===== config.mk =====
export PLATFORM = sky130hd
export DESIGN_NAME = nearest_box_along_axis
export DESIGN_NICKNAME = d
export VERILOG_FILES = /design/src/nba_pkg.sv /design/src/nba_front.sv /design/src/nba_queue.sv /design/src/nba_back.sv /design/src/nearest_box_along_axis.sv
export VERILOG_INCLUDE_DIRS = /design/src /design/src/src
export SDC_FILE = /design/constraint.sdc
export NUM_CORES = 2
export LEC_CHECK = 0
export BUFFER_PORTS_ARGS = -buffer_cell sky130_fd_sc_hd__buf_2
export CORE_MARGIN = 5
export CORE_UTILIZATION = 50
export DETAILED_ROUTE_END_ITERATION = 8
export PLACE_DENSITY = 0.69
export SETUP_SLACK_MARGIN = 0.5
export SLEW_MARGIN = 20
export SYNTH_ARGS = -nofsm -noshare
export SYNTH_HDL_FRONTEND = slang
export SYNTH_SLANG_ARGS = --single-unit

===== constraint.sdc =====
create_clock -name i_clk -period 7.27 [get_ports i_clk]
set_input_delay 1.0905 -clock i_clk [delete_from_list [all_inputs] [get_ports i_clk]]
set_output_delay 1.0905 -clock i_clk [all_outputs]
set_load 0.03 [all_outputs]

===== src/nearest_box_along_axis_assert.svh =====
// ---------------------------------------------------------------------------
// Assertion macros for the nearest box along axis block
// Same-cycle and next-cycle implication checks, gated by reset.
// ---------------------------------------------------------------------------
`ifndef NEAREST_BOX_ALONG_AXIS_ASSERT_SVH
`define NEAREST_BOX_ALONG_AXIS_ASSERT_SVH

`define NBA_ASSERT_SAME(lbl, ante, cons, msg) \
    lbl: assert property (@(posedge i_clk) disable iff (!i_rst_n) (ante) |-> (cons)) \
        else $error(msg);

`define NBA_ASSERT_NEXT(lbl, ante, cons, msg) \
    lbl: assert property (@(posedge i_clk) disable iff (!i_rst_n) (ante) |=> (cons)) \
        else $error(msg);

`endif


===== src/nba_pkg.sv =====
// ---------------------------------------------------------------------------
// nba_pkg
// Shared types and constants of the nearest box along axis block.
// ---------------------------------------------------------------------------
package nba_pkg;

    localparam int CENTER_W    = 24;
    localparam int SCALE_W     = 16;
    localparam int FIELD_ID_W  = 16;
    localparam int PROD_W      = 2 * SCALE_W;
    localparam int GAP_W       = 26;
    localparam int IN_TDATA_W  = 136;
    localparam int OUT_TDATA_W = 48;

    localparam logic CMD_BEGIN = 1'b0;
    localparam logic CMD_CAND  = 1'b1;

    localparam logic [1:0] HEAD_RIGHT = 2'd0;
    localparam logic [1:0] HEAD_LEFT  = 2'd1;
    localparam logic [1:0] HEAD_DOWN  = 2'd2;
    localparam logic [1:0] HEAD_UP    = 2'd3;

    localparam logic signed [GAP_W-1:0] GAP_MAX = {1'b0, {(GAP_W-1){1'b1}}};
    localparam logic signed [GAP_W-1:0] GAP_MIN = {1'b1, {(GAP_W-1){1'b0}}};

    typedef struct packed {
        logic                       cmd;
        logic                       last;
        logic signed [CENTER_W-1:0] cx;
        logic signed [CENTER_W-1:0] cy;
        logic [PROD_W-1:0]          prod_x;
        logic [PROD_W-1:0]          prod_y;
        logic [FIELD_ID_W-1:0]      box_id;
        logic                       trig;
        logic                       family;
        logic [1:0]                 heading;
    } t_entry;

    typedef struct packed {
        logic not_empty;
        logic full;
    } t_q_status;

    typedef struct packed {
        logic                    begin_q;
        logic                    last;
        logic                    qual;
        logic                    neg;
        logic signed [GAP_W-1:0] gap;
        logic [FIELD_ID_W-1:0]   id;
        logic                    trig;
    } t_judged;

    typedef struct packed {
        logic signed [GAP_W-1:0] gap;
        logic                    found;
        logic [FIELD_ID_W-1:0]   id;
        logic                    trig;
    } t_result;

    typedef struct packed {
        logic judged_valid;
        logic last_fire;
    } t_back_status;

endpackage


===== src/nba_front.sv =====
// ---------------------------------------------------------------------------
// nba_front
// Accepts input transactions, unpacks them and forms the scale products.
// ---------------------------------------------------------------------------
module nba_front (
    input  logic                           i_s_axis_tvalid,
    output logic                           o_s_axis_tready,
    input  logic [nba_pkg::IN_TDATA_W-1:0] i_s_axis_tdata,
    input  logic                           i_s_axis_tuser,
    input  logic                           i_s_axis_tlast,
    input  nba_pkg::t_q_status             i_q_status,
    output logic                           o_push,
    output nba_pkg::t_entry                o_entry
);
    import nba_pkg::*;

    logic [SCALE_W-1:0] w_scale_x, w_scale_y, w_box_x, w_box_y;

    assign w_scale_x = i_s_axis_tdata[63:48];
    assign w_scale_y = i_s_axis_tdata[79:64];
    assign w_box_x   = i_s_axis_tdata[95:80];
    assign w_box_y   = i_s_axis_tdata[111:96];

    assign o_s_axis_tready = !i_q_status.full;
    assign o_push          = i_s_axis_tvalid && !i_q_status.full;

    always_comb begin
        o_entry.cmd     = i_s_axis_tuser;
        o_entry.last    = i_s_axis_tlast;
        o_entry.cx      = i_s_axis_tdata[23:0];
        o_entry.cy      = i_s_axis_tdata[47:24];
        o_entry.prod_x  = w_scale_x * w_box_x;
        o_entry.prod_y  = w_scale_y * w_box_y;
        o_entry.box_id  = i_s_axis_tdata[127:112];
        o_entry.trig    = i_s_axis_tdata[128];
        o_entry.family  = i_s_axis_tdata[129];
        o_entry.heading = i_s_axis_tdata[131:130];
    end

endmodule


===== src/nba_queue.sv =====
// ---------------------------------------------------------------------------
// nba_queue
// Short first-in first-out queue between front and back.
// ---------------------------------------------------------------------------
module nba_queue #(
    parameter int DEPTH = 4
) (
    input  logic                i_clk,
    input  logic                i_rst_n,
    input  logic                i_push,
    input  nba_pkg::t_entry     i_entry,
    input  logic                i_pop,
    output nba_pkg::t_entry     o_head,
    output nba_pkg::t_q_status  o_status
);
    import nba_pkg::*;

    localparam int PtrW = (DEPTH > 1) ? $clog2(DEPTH) : 1;
    localparam int CntW = $clog2(DEPTH + 1);

    t_entry            r_mem [DEPTH];
    logic [PtrW-1:0]   r_wr_ptr, r_rd_ptr;
    logic [CntW-1:0]   r_count;
    logic              w_do_push, w_do_pop;

    assign w_do_push = i_push && (r_count != CntW'(DEPTH));
    assign w_do_pop  = i_pop && (r_count != '0);

    assign o_head             = r_mem[r_rd_ptr];
    assign o_status.not_empty = (r_count != '0);
    assign o_status.full      = (r_count == CntW'(DEPTH));

    always_ff @(posedge i_clk) begin
        if (w_do_push) begin
            r_mem[r_wr_ptr] <= i_entry;
        end
    end

    always_ff @(posedge i_clk) begin
        if (!i_rst_n) begin
            r_wr_ptr <= '0;
            r_rd_ptr <= '0;
            r_count  <= '0;
        end else begin
            if (w_do_push) begin
                r_wr_ptr <= (r_wr_ptr == PtrW'(DEPTH - 1)) ? '0 : r_wr_ptr + 1'b1;
            end
            if (w_do_pop) begin
                r_rd_ptr <= (r_rd_ptr == PtrW'(DEPTH - 1)) ? '0 : r_rd_ptr + 1'b1;
            end
            if (w_do_push && !w_do_pop) begin
                r_count <= r_count + 1'b1;
            end else if (!w_do_push && w_do_pop) begin
                r_count <= r_count - 1'b1;
            end
        end
    end

endmodule


===== src/nba_back.sv =====
// ---------------------------------------------------------------------------
// nba_back
// Judges each queued item against the mover, keeps the running nearest box
// and registers one result per query.
// ---------------------------------------------------------------------------
module nba_back #(
    parameter int FRAC_BITS = 8,
    parameter int ID_BITS   = 16
) (
    input  logic                  i_clk,
    input  logic                  i_rst_n,
    input  nba_pkg::t_entry       i_head,
    input  nba_pkg::t_q_status    i_q_status,
    output logic                  o_pop,
    input  logic                  i_out_ready,
    output logic                  o_out_valid,
    output nba_pkg::t_result      o_out,
    output nba_pkg::t_back_status o_status
);
    import nba_pkg::*;

    localparam int HalfW = PROD_W - (FRAC_BITS + 1);
    localparam int CalcW = ((HalfW > CENTER_W) ? HalfW : CENTER_W) + 3;
    localparam int IdW   = (ID_BITS < FIELD_ID_W) ? ID_BITS : FIELD_ID_W;
    localparam logic [CalcW-1:0] Rnd = CalcW'((64'd1 << FRAC_BITS) - 64'd1);

    function automatic logic signed [CalcW-1:0] f_whole(input logic signed [CalcW-1:0] v);
        logic signed [CalcW-1:0] adj;
        adj = v[CalcW-1] ? (v + $signed(Rnd)) : v;
        return adj >>> FRAC_BITS;
    endfunction

    // mover state
    logic signed [CENTER_W-1:0] r_mcx, r_mcy;
    logic [HalfW-1:0]           r_mhx, r_mhy;
    logic [IdW-1:0]             r_mid;
    logic [1:0]                 r_head;

    // judged stage
    logic    r_a_valid;
    t_judged r_a;
    t_judged n_a;

    // running best
    logic signed [GAP_W-1:0] r_best_gap, n_best_gap;
    logic [FIELD_ID_W-1:0]   r_best_id, n_best_id;
    logic                    r_best_trig, n_best_trig;
    logic                    r_found, n_found;

    logic    r_o_valid;
    t_result r_o;

    logic [HalfW-1:0]        w_hx, w_hy;
    logic [IdW-1:0]          w_id;
    logic                    w_along_y, w_neg;
    logic signed [CalcW-1:0] w_mc, w_mh, w_oc, w_oh, w_mpc, w_mph, w_opc, w_oph;
    logic signed [CalcW-1:0] w_ecx, w_ecy, w_ehx, w_ehy, w_emcx, w_emcy, w_emhx, w_emhy;
    logic signed [CalcW-1:0] w_diff;
    logic [CalcW-GAP_W:0]    w_diff_hi;
    logic signed [GAP_W-1:0] w_gap;
    logic                    w_overlap, w_sign_ok;
    logic                    w_out_free, w_a_fire, w_a_ready, w_load, w_closer, w_take;

    assign w_hx = HalfW'(i_head.prod_x >> (FRAC_BITS + 1));
    assign w_hy = HalfW'(i_head.prod_y >> (FRAC_BITS + 1));
    assign w_id = i_head.box_id[IdW-1:0];

    assign w_along_y = (r_head == HEAD_DOWN) || (r_head == HEAD_UP);
    assign w_neg     = (r_head == HEAD_LEFT) || (r_head == HEAD_UP);

    assign w_ecx  = CalcW'(i_head.cx);
    assign w_ecy  = CalcW'(i_head.cy);
    assign w_ehx  = $signed({{(CalcW-HalfW){1'b0}}, w_hx});
    assign w_ehy  = $signed({{(CalcW-HalfW){1'b0}}, w_hy});
    assign w_emcx = CalcW'(r_mcx);
    assign w_emcy = CalcW'(r_mcy);
    assign w_emhx = $signed({{(CalcW-HalfW){1'b0}}, r_mhx});
    assign w_emhy = $signed({{(CalcW-HalfW){1'b0}}, r_mhy});

    assign w_mc  = w_along_y ? w_emcy : w_emcx;
    assign w_mh  = w_along_y ? w_emhy : w_emhx;
    assign w_oc  = w_along_y ? w_ecy  : w_ecx;
    assign w_oh  = w_along_y ? w_ehy  : w_ehx;
    assign w_mpc = w_along_y ? w_emcx : w_emcy;
    assign w_mph = w_along_y ? w_emhx : w_emhy;
    assign w_opc = w_along_y ? w_ecx  : w_ecy;
    assign w_oph = w_along_y ? w_ehx  : w_ehy;

    assign w_overlap = (f_whole(w_mpc - w_mph) < f_whole(w_opc + w_oph)) &&
                       (f_whole(w_opc - w_oph) < f_whole(w_mpc + w_mph));

    assign w_diff    = w_neg ? ((w_oc + w_oh) - (w_mc - w_mh))
                             : ((w_oc - w_oh) - (w_mc + w_mh));
    assign w_diff_hi = w_diff[CalcW-1:GAP_W-1];

    always_comb begin
        if ((w_diff_hi == '0) || (w_diff_hi == '1)) begin
            w_gap = w_diff[GAP_W-1:0];
        end else begin
            w_gap = w_diff[CalcW-1] ? GAP_MIN : GAP_MAX;
        end
    end

    assign w_sign_ok = w_neg ? (w_gap <= 0) : (w_gap >= 0);

    assign w_out_free = !r_o_valid || i_out_ready;
    assign w_a_fire   = r_a_valid && (!r_a.last || w_out_free);
    assign w_a_ready  = !r_a_valid || w_a_fire;
    assign w_load     = i_q_status.not_empty && w_a_ready;
    assign o_pop      = w_load;

    always_comb begin
        n_a.begin_q = (i_head.cmd == CMD_BEGIN);
        n_a.last    = i_head.last;
        n_a.qual    = (i_head.cmd == CMD_CAND) && !i_head.family && (w_id != r_mid) &&
                      w_overlap && w_sign_ok;
        n_a.neg     = (i_head.cmd == CMD_BEGIN) ?
                      ((i_head.heading == HEAD_LEFT) || (i_head.heading == HEAD_UP)) : w_neg;
        n_a.gap     = w_gap;
        n_a.id      = FIELD_ID_W'(w_id);
        n_a.trig    = i_head.trig;
    end

    assign w_closer = r_a.neg ? (r_a.gap > r_best_gap) : (r_a.gap < r_best_gap);
    assign w_take   = r_a.qual && (!r_found || w_closer);

    always_comb begin
        n_best_gap  = r_best_gap;
        n_best_id   = r_best_id;
        n_best_trig = r_best_trig;
        n_found     = r_found;
        if (r_a.begin_q) begin
            n_best_gap  = '0;
            n_best_id   = '0;
            n_best_trig = 1'b0;
            n_found     = 1'b0;
        end else if (w_take) begin
            n_best_gap  = r_a.gap;
            n_best_id   = r_a.id;
            n_best_trig = r_a.trig;
            n_found     = 1'b1;
        end
    end

    always_ff @(posedge i_clk) begin
        if (!i_rst_n) begin
            r_mcx       <= '0;
            r_mcy       <= '0;
            r_mhx       <= '0;
            r_mhy       <= '0;
            r_mid       <= '0;
            r_head      <= HEAD_RIGHT;
            r_a_valid   <= 1'b0;
            r_best_gap  <= '0;
            r_best_id   <= '0;
            r_best_trig <= 1'b0;
            r_found     <= 1'b0;
            r_o_valid   <= 1'b0;
        end else begin
            if (w_load && (i_head.cmd == CMD_BEGIN)) begin
                r_mcx  <= i_head.cx;
                r_mcy  <= i_head.cy;
                r_mhx  <= w_hx;
                r_mhy  <= w_hy;
                r_mid  <= w_id;
                r_head <= i_head.heading;
            end
            if (w_a_ready) begin
                r_a_valid <= i_q_status.not_empty;
            end
            if (w_a_fire) begin
                if (r_a.last) begin
                    r_best_gap  <= '0;
                    r_best_id   <= '0;
                    r_best_trig <= 1'b0;
                    r_found     <= 1'b0;
                end else begin
                    r_best_gap  <= n_best_gap;
                    r_best_id   <= n_best_id;
                    r_best_trig <= n_best_trig;
                    r_found     <= n_found;
                end
            end
            if (w_a_fire && r_a.last) begin
                r_o_valid <= 1'b1;
            end else if (i_out_ready) begin
                r_o_valid <= 1'b0;
            end
        end
    end

    always_ff @(posedge i_clk) begin
        if (w_load) begin
            r_a <= n_a;
        end
        if (w_a_fire && r_a.last) begin
            r_o.gap   <= n_found ? n_best_gap : (r_a.neg ? GAP_MIN : GAP_MAX);
            r_o.found <= n_found;
            r_o.id    <= n_found ? n_best_id : '0;
            r_o.trig  <= n_found && n_best_trig;
        end
    end

    assign o_out_valid           = r_o_valid;
    assign o_out                 = r_o;
    assign o_status.judged_valid = r_a_valid;
    assign o_status.last_fire    = w_a_fire && r_a.last;

endmodule


===== src/nearest_box_along_axis.sv =====
// A result appears on the master side once the transaction of the item marked last is accepted
//   and has passed through the queue, the judged stage and the output register.
// Throughput: one item per cycle while results are taken; the running-best compare is the only feedback path.
// A 4-entry queue lets input keep flowing while a result waits on the master side.
// Reset: synchronous, active low; clears the queue, the mover and the running best.
// ---------------------------------------------------------------------------
// nearest_box_along_axis
// Finds the nearest box a moving box meets along one heading.
// ---------------------------------------------------------------------------
module nearest_box_along_axis #(
    parameter int FRAC_BITS = 8,
    parameter int ID_BITS   = 16
) (
    input  logic                            i_clk,
    input  logic                            i_rst_n,
    input  logic                            i_s_axis_tvalid,
    output logic                            o_s_axis_tready,
    // center_x, center_y, scale_x, scale_y, box_x, box_y, box_id,
    // trigger_flag, is_family, heading, zero fill
    input  logic [nba_pkg::IN_TDATA_W-1:0]  i_s_axis_tdata,
    input  logic                            i_s_axis_tuser,  // command
    input  logic                            i_s_axis_tlast,  // last_candidate
    output logic                            o_m_axis_tvalid,
    input  logic                            i_m_axis_tready,
    // clearance, found, hit_id, hit_trigger, zero fill
    output logic [nba_pkg::OUT_TDATA_W-1:0] o_m_axis_tdata
);
    import nba_pkg::*;

    t_entry       w_entry, w_head;
    t_q_status    w_q_status;
    t_result      w_result;
    t_back_status w_back_status;
    logic         w_push, w_pop;
    logic         w_in_fire, w_last_fire, w_no_hit, w_hit_zero;

    nba_front u_front (
        .i_s_axis_tvalid (i_s_axis_tvalid),
        .o_s_axis_tready (o_s_axis_tready),
        .i_s_axis_tdata  (i_s_axis_tdata),
        .i_s_axis_tuser  (i_s_axis_tuser),
        .i_s_axis_tlast  (i_s_axis_tlast),
        .i_q_status      (w_q_status),
        .o_push          (w_push),
        .o_entry         (w_entry)
    );

    nba_queue #(
        .DEPTH (4)
    ) u_queue (
        .i_clk    (i_clk),
        .i_rst_n  (i_rst_n),
        .i_push   (w_push),
        .i_entry  (w_entry),
        .i_pop    (w_pop),
        .o_head   (w_head),
        .o_status (w_q_status)
    );

    nba_back #(
        .FRAC_BITS (FRAC_BITS),
        .ID_BITS   (ID_BITS)
    ) u_back (
        .i_clk       (i_clk),
        .i_rst_n     (i_rst_n),
        .i_head      (w_head),
        .i_q_status  (w_q_status),
        .o_pop       (w_pop),
        .i_out_ready (i_m_axis_tready),
        .o_out_valid (o_m_axis_tvalid),
        .o_out       (w_result),
        .o_status    (w_back_status)
    );

    assign o_m_axis_tdata = {4'b0000, w_result.trig, w_result.id, w_result.found, w_result.gap};

    assign w_in_fire   = i_s_axis_tvalid && o_s_axis_tready;
    assign w_last_fire = w_back_status.last_fire;
    assign w_no_hit    = o_m_axis_tvalid && !o_m_axis_tdata[26];
    assign w_hit_zero  = (o_m_axis_tdata[42:27] == 16'd0) && !o_m_axis_tdata[43];

`include "nearest_box_along_axis_assert.svh"

    `NBA_ASSERT_NEXT(a_push_lands, w_in_fire, w_q_status.not_empty, "transaction lost")
    `NBA_ASSERT_SAME(a_res_cause, $rose(o_m_axis_tvalid), $past(w_last_fire), "stray result")
    `NBA_ASSERT_SAME(a_no_hit_clean, w_no_hit, w_hit_zero, "no hit but id or trigger set")

endmodule


=== Word-level counts from Yosys, hierarchy flattened ===
Memories as Yosys holds them, arrays and structs flattened. A register that Yosys moved wholly into a read port is not among the register bits.
Index checks and enable logic that the tools add are counted.

* Bits of input ports: 142
* Memory bits (writable): 536
* Memory bits (read-only): 0
* Memories kept: 1
* Word-level logic and storage cells: 143
* Flip-flop bits (word level): 256
* Latch bits: 0
* Output and inout port bits: 50

{| class="wikitable"
|+ Memories
! memory !! depth !! bits a word !! read ports !! clocked after Yosys merged registers in !! wr ports !! line !! text
|-
| u_queue.r_mem || 4 || 134 || 1 || 1 || 1 || nba_queue.sv:21 || <nowiki>t_entry r_mem [DEPTH];</nowiki>
|}

* Shifts and indexed selects: 0
* Multiplexer cells: 42
* Add/sub/neg operators: 18
* Bitwise operators: 1
* Eq/ne operators: 11
* Divide/modulo/power cells: 0
* $lt $le $gt $ge: 6
* Reduce and logical (&&, ||, !) cells: 36
* Multipliers: 2

{| class="wikitable"
|+ Operator list
! cell !! count
|-
| $mux 27 || 9
|-
| $mux 26 || 7
|-
| $sub 27x27->27 || 6
|-
| $add 27x27->27 || 4
|-
| $add 27x9->27 const B || 4
|-
| $mux 23 || 4
|-
| $mul 16x16->32 || 2
|-
| $mux 16 || 3
|-
| $lt 19x19->1 || 2
|-
| $ge 26x1->1 const B || 1
|-
| $gt 26x26->1 || 1
|-
| $le 26x1->1 const B || 1
|-
| $lt 26x26->1 || 1
|-
| $logic_and 1x1->1 || 16
|-
| $ne 16x16->1 || 1
|-
| $mux 1 || 13
|-
| $eq 2x2->1 const B || 6
|-
| $logic_not 1->1 || 8
|-
| $logic_or 1x1->1 || 8
|-
| $mux 2 || 4
|-
| $mux 3 || 2
|-
| $add 2x1->2 const B || 2
|-
| $eq 2x1->1 const B || 2
|-
| $reduce_bool 2->1 || 2
|-
| 7 further kinds || 7
|}

=== Longest topological paths before layout ===
* Depth in word-level cells: 12
* Depth in mapped cells: 33
* Depth with buffers taken out: 29

=== Hierarchy ===
A second synthesis with hierarchy kept.

* Cells, all modules: 5687
* Area total of the unflattened synthesis: 62349.8 um2

{| class="wikitable"
|+ By module, submodules not included
! module !! area each (um2) !! seq. area each (um2) !! times used !! cells each
|-
| nba_back || 24766.3 || 5895.7 || 1 || 2858
|-
| nba_queue || 19780.2 || 16275.6 || 1 || 751
|-
| nba_front || 17769.5 || 0.0 || 1 || 2073
|-
| nearest_box_along_axis || 33.8 || 0.0 || 1 || 5
|}

=== Worst setup path after synthesis ===
OpenSTA, ideal clock, no wires.

* Path type: reg-to-reg
* Start point: register (tool-made name)
* End point: register u_back.r_a[44] in the netlist's numbering, data pin
* Arrival time: 7.448 ns
* Setup time: 0.167 ns
* Period minus slack after synthesis: 7.615 ns
* Slack: -0.345 ns
* Required time: 7.103 ns
* Stages on the path, launching flop included: 31
* Path buffers: 5
* Cell sequence: dfxtp_1 > buf_2 > buf_1 > buf_1 > buf_1 > mux4_2 > mux2_2 > ha_1 > inv_2 > a21oi_1 > nor2_1 > a311oi_1 > a31o_2 > a22o_1 > nand4_1 > or3_1 > clkbuf_1 > mux2i_1 > xnor2_1 > ha_1 > a21o_1 > a21o_1 > a21o_1 > a21o_1 > a21o_1 > a21o_1 > a21oi_1 > mux2_2 > a221o_1 > a41o_1 > a211oi_1

{| class="wikitable"
|+ RTL lines
! what !! line !! text
|-
| end signal: assignment || nba_back.sv:194 || <nowiki>r_a <= n_a;</nowiki>
|-
| end: declaration || nba_back.sv:41 || <nowiki>t_judged r_a;</nowiki>
|}

==> results_dict.tcl <==
set metrics [dict create \
    multiInputGateArea_um2 35080 \
    ys_seq_area_share_pct 34.58 \
    synth_ff_type "edfxtp_1" \
    criticalPathCategory "reg -> reg" \
    pre_cts_ws_ns -0.05118 \
    layout_worst_path_cycle_share_pct 92.76 \
    io-pin-count 192 \
    required_ns 7.75 \
    final_layout_size_suffix_gt1_share_pct 19.51 \
    fp.dieH_um 350.2 \
    busiest_layer "met2" \
    cts-root-buf "clkbuf_16" \
    tightest_slew_ns 1.117 \
    grt_max_degree 97 \
    synth_cell_type_count 89 \
    initial_utilization_pct 50.47 \
    wl_per_cell_um 19.48 \
    cp_slowest_stage_delay_ns 0.63 \
    use_met2_pct 38.91 \
    insertion_delay_ns 0.65 \
    syn_area_per_cell_um2 10.65 \
    grt_pass1_vias 41140 \
    cts-htree-levels 3 \
    clk_transition_reported_paths_ns 0.06 \
    regArea_um2 20020 \
    slowest_stage "mux4_2" \
    gp_congestion 0.9468 \
    synth-edff-count 555 \
    syn2layout_area_growth_pct 15.25 \
    via_count 40900 \
    use_met1_pct 31.34 \
    ys_seq_elements 722 \
    clockBufferDepth 3 \
    drcViolationCount 0 \
    grt_util_met3_pct 3.672 \
    ys_async_sr_fraction_pct 0 \
    grt_usage_pct 23.37 \
    gr-total-overflow 0 \
    final_nets 6902 \
    placedCellCount 7211 \
    yosysWarningCount 0 \
    grt_pass1_wl_mm 227.0 \
    rsz0062_at_grt "true" \
    synth_top_area_share_pct 28.80 \
    crit_fanout 7 \
    setup_viol 0 \
    wirelength_mm 144.8 \
    dp_hpwl_mm 112.0 \
    cp-start-kind "flop" \
    cts_tree "done" \
    arrival_ns 7.22 \
    hold_viol 0 \
    endpoint_kind "flop" \
    core_um2 114700 \
    drt_iter0_markers 2905 \
    finalWorstSetupSlack_ns 0.5266 \
    path_common_cell "a21o_1" \
    chipWidth_um 350.2 \
    max_freq_ghz 0.1483 \
    final_cells 7434 \
    min_path_type "reg -> reg" \
    skew_ns 0.04956 \
    status "completed" \
    cts_inserted_buffers 71 \
    num_rows 124 \
    synth_area_leaders "edfxtp_1, fa_1, ha_1" \
    synthCells 5431 \
    via_per_inst 5.501 \
    fill_cells 9335 \
    finalSetupTns_ns 0 \
    synthesis.area_um2 57870 \
    dieArea_um2 122600 \
    maxCapViolations 0 \
    yosys.area.top_type "edfxtp_1" \
    drv_slew 0 \
    slew_headroom_pct 25.51 \
    fin_crit_ns 6.743 \
    antenna_found_initial 15 \
    ant_nets 0 \
    cts.sinks 722 \
    drtPass1Iterations 6 \
    port_buffers 183 \
]
[metal layers]
metal  vias to the layer above  routed length [um]
li1                      19350                   -
met2                      1118               68950
met1                     20230               62200
met5                         -                  27
met3                       200                8250
met4                         4                5412
[state kept, by name, summed over array words and instances, names as in the netlist, 2 cells and up, named ones only]
| name | flops |
|---|---|
| u_queue.r_mem | 464 |
| u_back.r_a | 47 |
| u_back.o_out | 44 |
| u_back.r_best_gap | 26 |
| u_back.r_mcx | 24 |
| u_back.r_mcy | 24 |
| u_back.r_mhx | 23 |
| u_back.r_mhy | 23 |
| u_back.r_best_id | 16 |
| u_back.r_mid | 16 |
| u_queue.r_count | 3 |
| u_back.r_head | 2 |
| u_queue.r_rd_ptr | 2 |
| u_queue.r_wr_ptr | 2 |
[layout by cell type (no fill, tap or decap), drive strengths merged, types with 83 or more instances in the layout]
| cell type | synthesis | final |
|---|---|---|
| a21o | 83 | 83 |
| a21oi | 298 | 298 |
| and2 | 200 | 200 |
| buf | 45 | 572 |
| clkbuf | 186 | 92 |
| dfxtp | 167 | 167 |
| edfxtp | 555 | 555 |
| fa | 485 | 485 |
| ha | 416 | 416 |
| inv | 782 | 790 |
| mux2 | 150 | 150 |
| mux2i | 89 | 89 |
| mux4 | 116 | 116 |
| nand2 | 681 | 681 |
| nor2 | 163 | 163 |
| o21ai | 144 | 144 |
| xnor2 | 156 | 156 |
[final timing paths]
kind / from / end / slack, ns / cells past startpoint
worst min-delay path: u_back.r_mcx[20] / u_back.r_mcx[20] / 0.47 / 2
worst max register to register: flop / u_back.r_a[44] / 0.53 / 27
worst min register to register: u_back.r_mcx[20] / u_back.r_mcx[20] / 0.47 / 2
worst max-delay path: flop / u_back.r_a[44] / 0.53 / 27
[cell usage after synthesis (all sizes together) (89+ instances only)]
master	instances
dfxtp	167
fa	485
nand2	681
o21ai	144
mux2i	89
and2	200
inv	782
mux2	150
clkbuf	186
mux4	116
xnor2	156
ha	416
a21oi	298
edfxtp	555
nor2	163
[critical path, delay by kind of cell, from the launching register on]
kind | cells | cell delay, ns
buffers and inverters | 4 | 0.59
muxes | 4 | 1.51
adders and majority gates | 2 | 0.57
and+or+nand+nor | 2 | 0.52
DFF | 1 | 0.39
AOI/OAI and AO/OA | 14 | 2.80
xor gates and xnor gates | 1 | 0.19
[repair_timing]
action | 4_1_cts | 5_1_grt
pin swaps | 30 | 79
hold endpoints to repair | 0 | 0
cloned | 4 | 2
gates resized for setup | 66 | 139
buffers inserted | 49 | 32
hold buffers | 0 | 0
endpoints found under the setup margin | 1 | 49
[stage by stage]
stage	util, %	cell area, um2	hold slack, ns
2_1_floorplan	-	58040	0.4434
3_3_place_gp	54.47	62450	0.4517
3_5_place_dp	54.47	62450	0.4571
4_1_cts	57.27	65670	0.4657
5_1_grt	58.16	66680	0.4839
6_report	58.17	66690	0.4652
[final cells by class]
cell class / count / share of cell area, %
diodes: 7 / 0.02626
clock buffers: 82 / 2.818
clock inverters: 47 / 0.7692
inverters: 783 / 4.411
multi-input cells: 3698 / 52.59
flip-flops and latches: 722 / 30.02
well taps: 1512 / 2.837
repair buffers: 583 / 6.529
[cells by family (layout without fill, tap and decap cells)]
family                   after synthesis  in the layout  share of synthesized area [%]
adder cells (fa/ha/maj)              922            922                          26.14
multiplexers                         355            355                          8.973
AND/OR/NAND/NOR                     1376           1376                          11.17
AO/OA/AOI/OAI                        824            824                          9.209
flip-flops                           722            722                          34.58
XOR/XNOR                             217            217                          3.284
other                                  1             11                       0.006480
buffers and inverters               1014           1495                          6.638
Power is not shown: default switching activity piles up to over one toggle a cycle in this logic, so the estimate is an artifact.
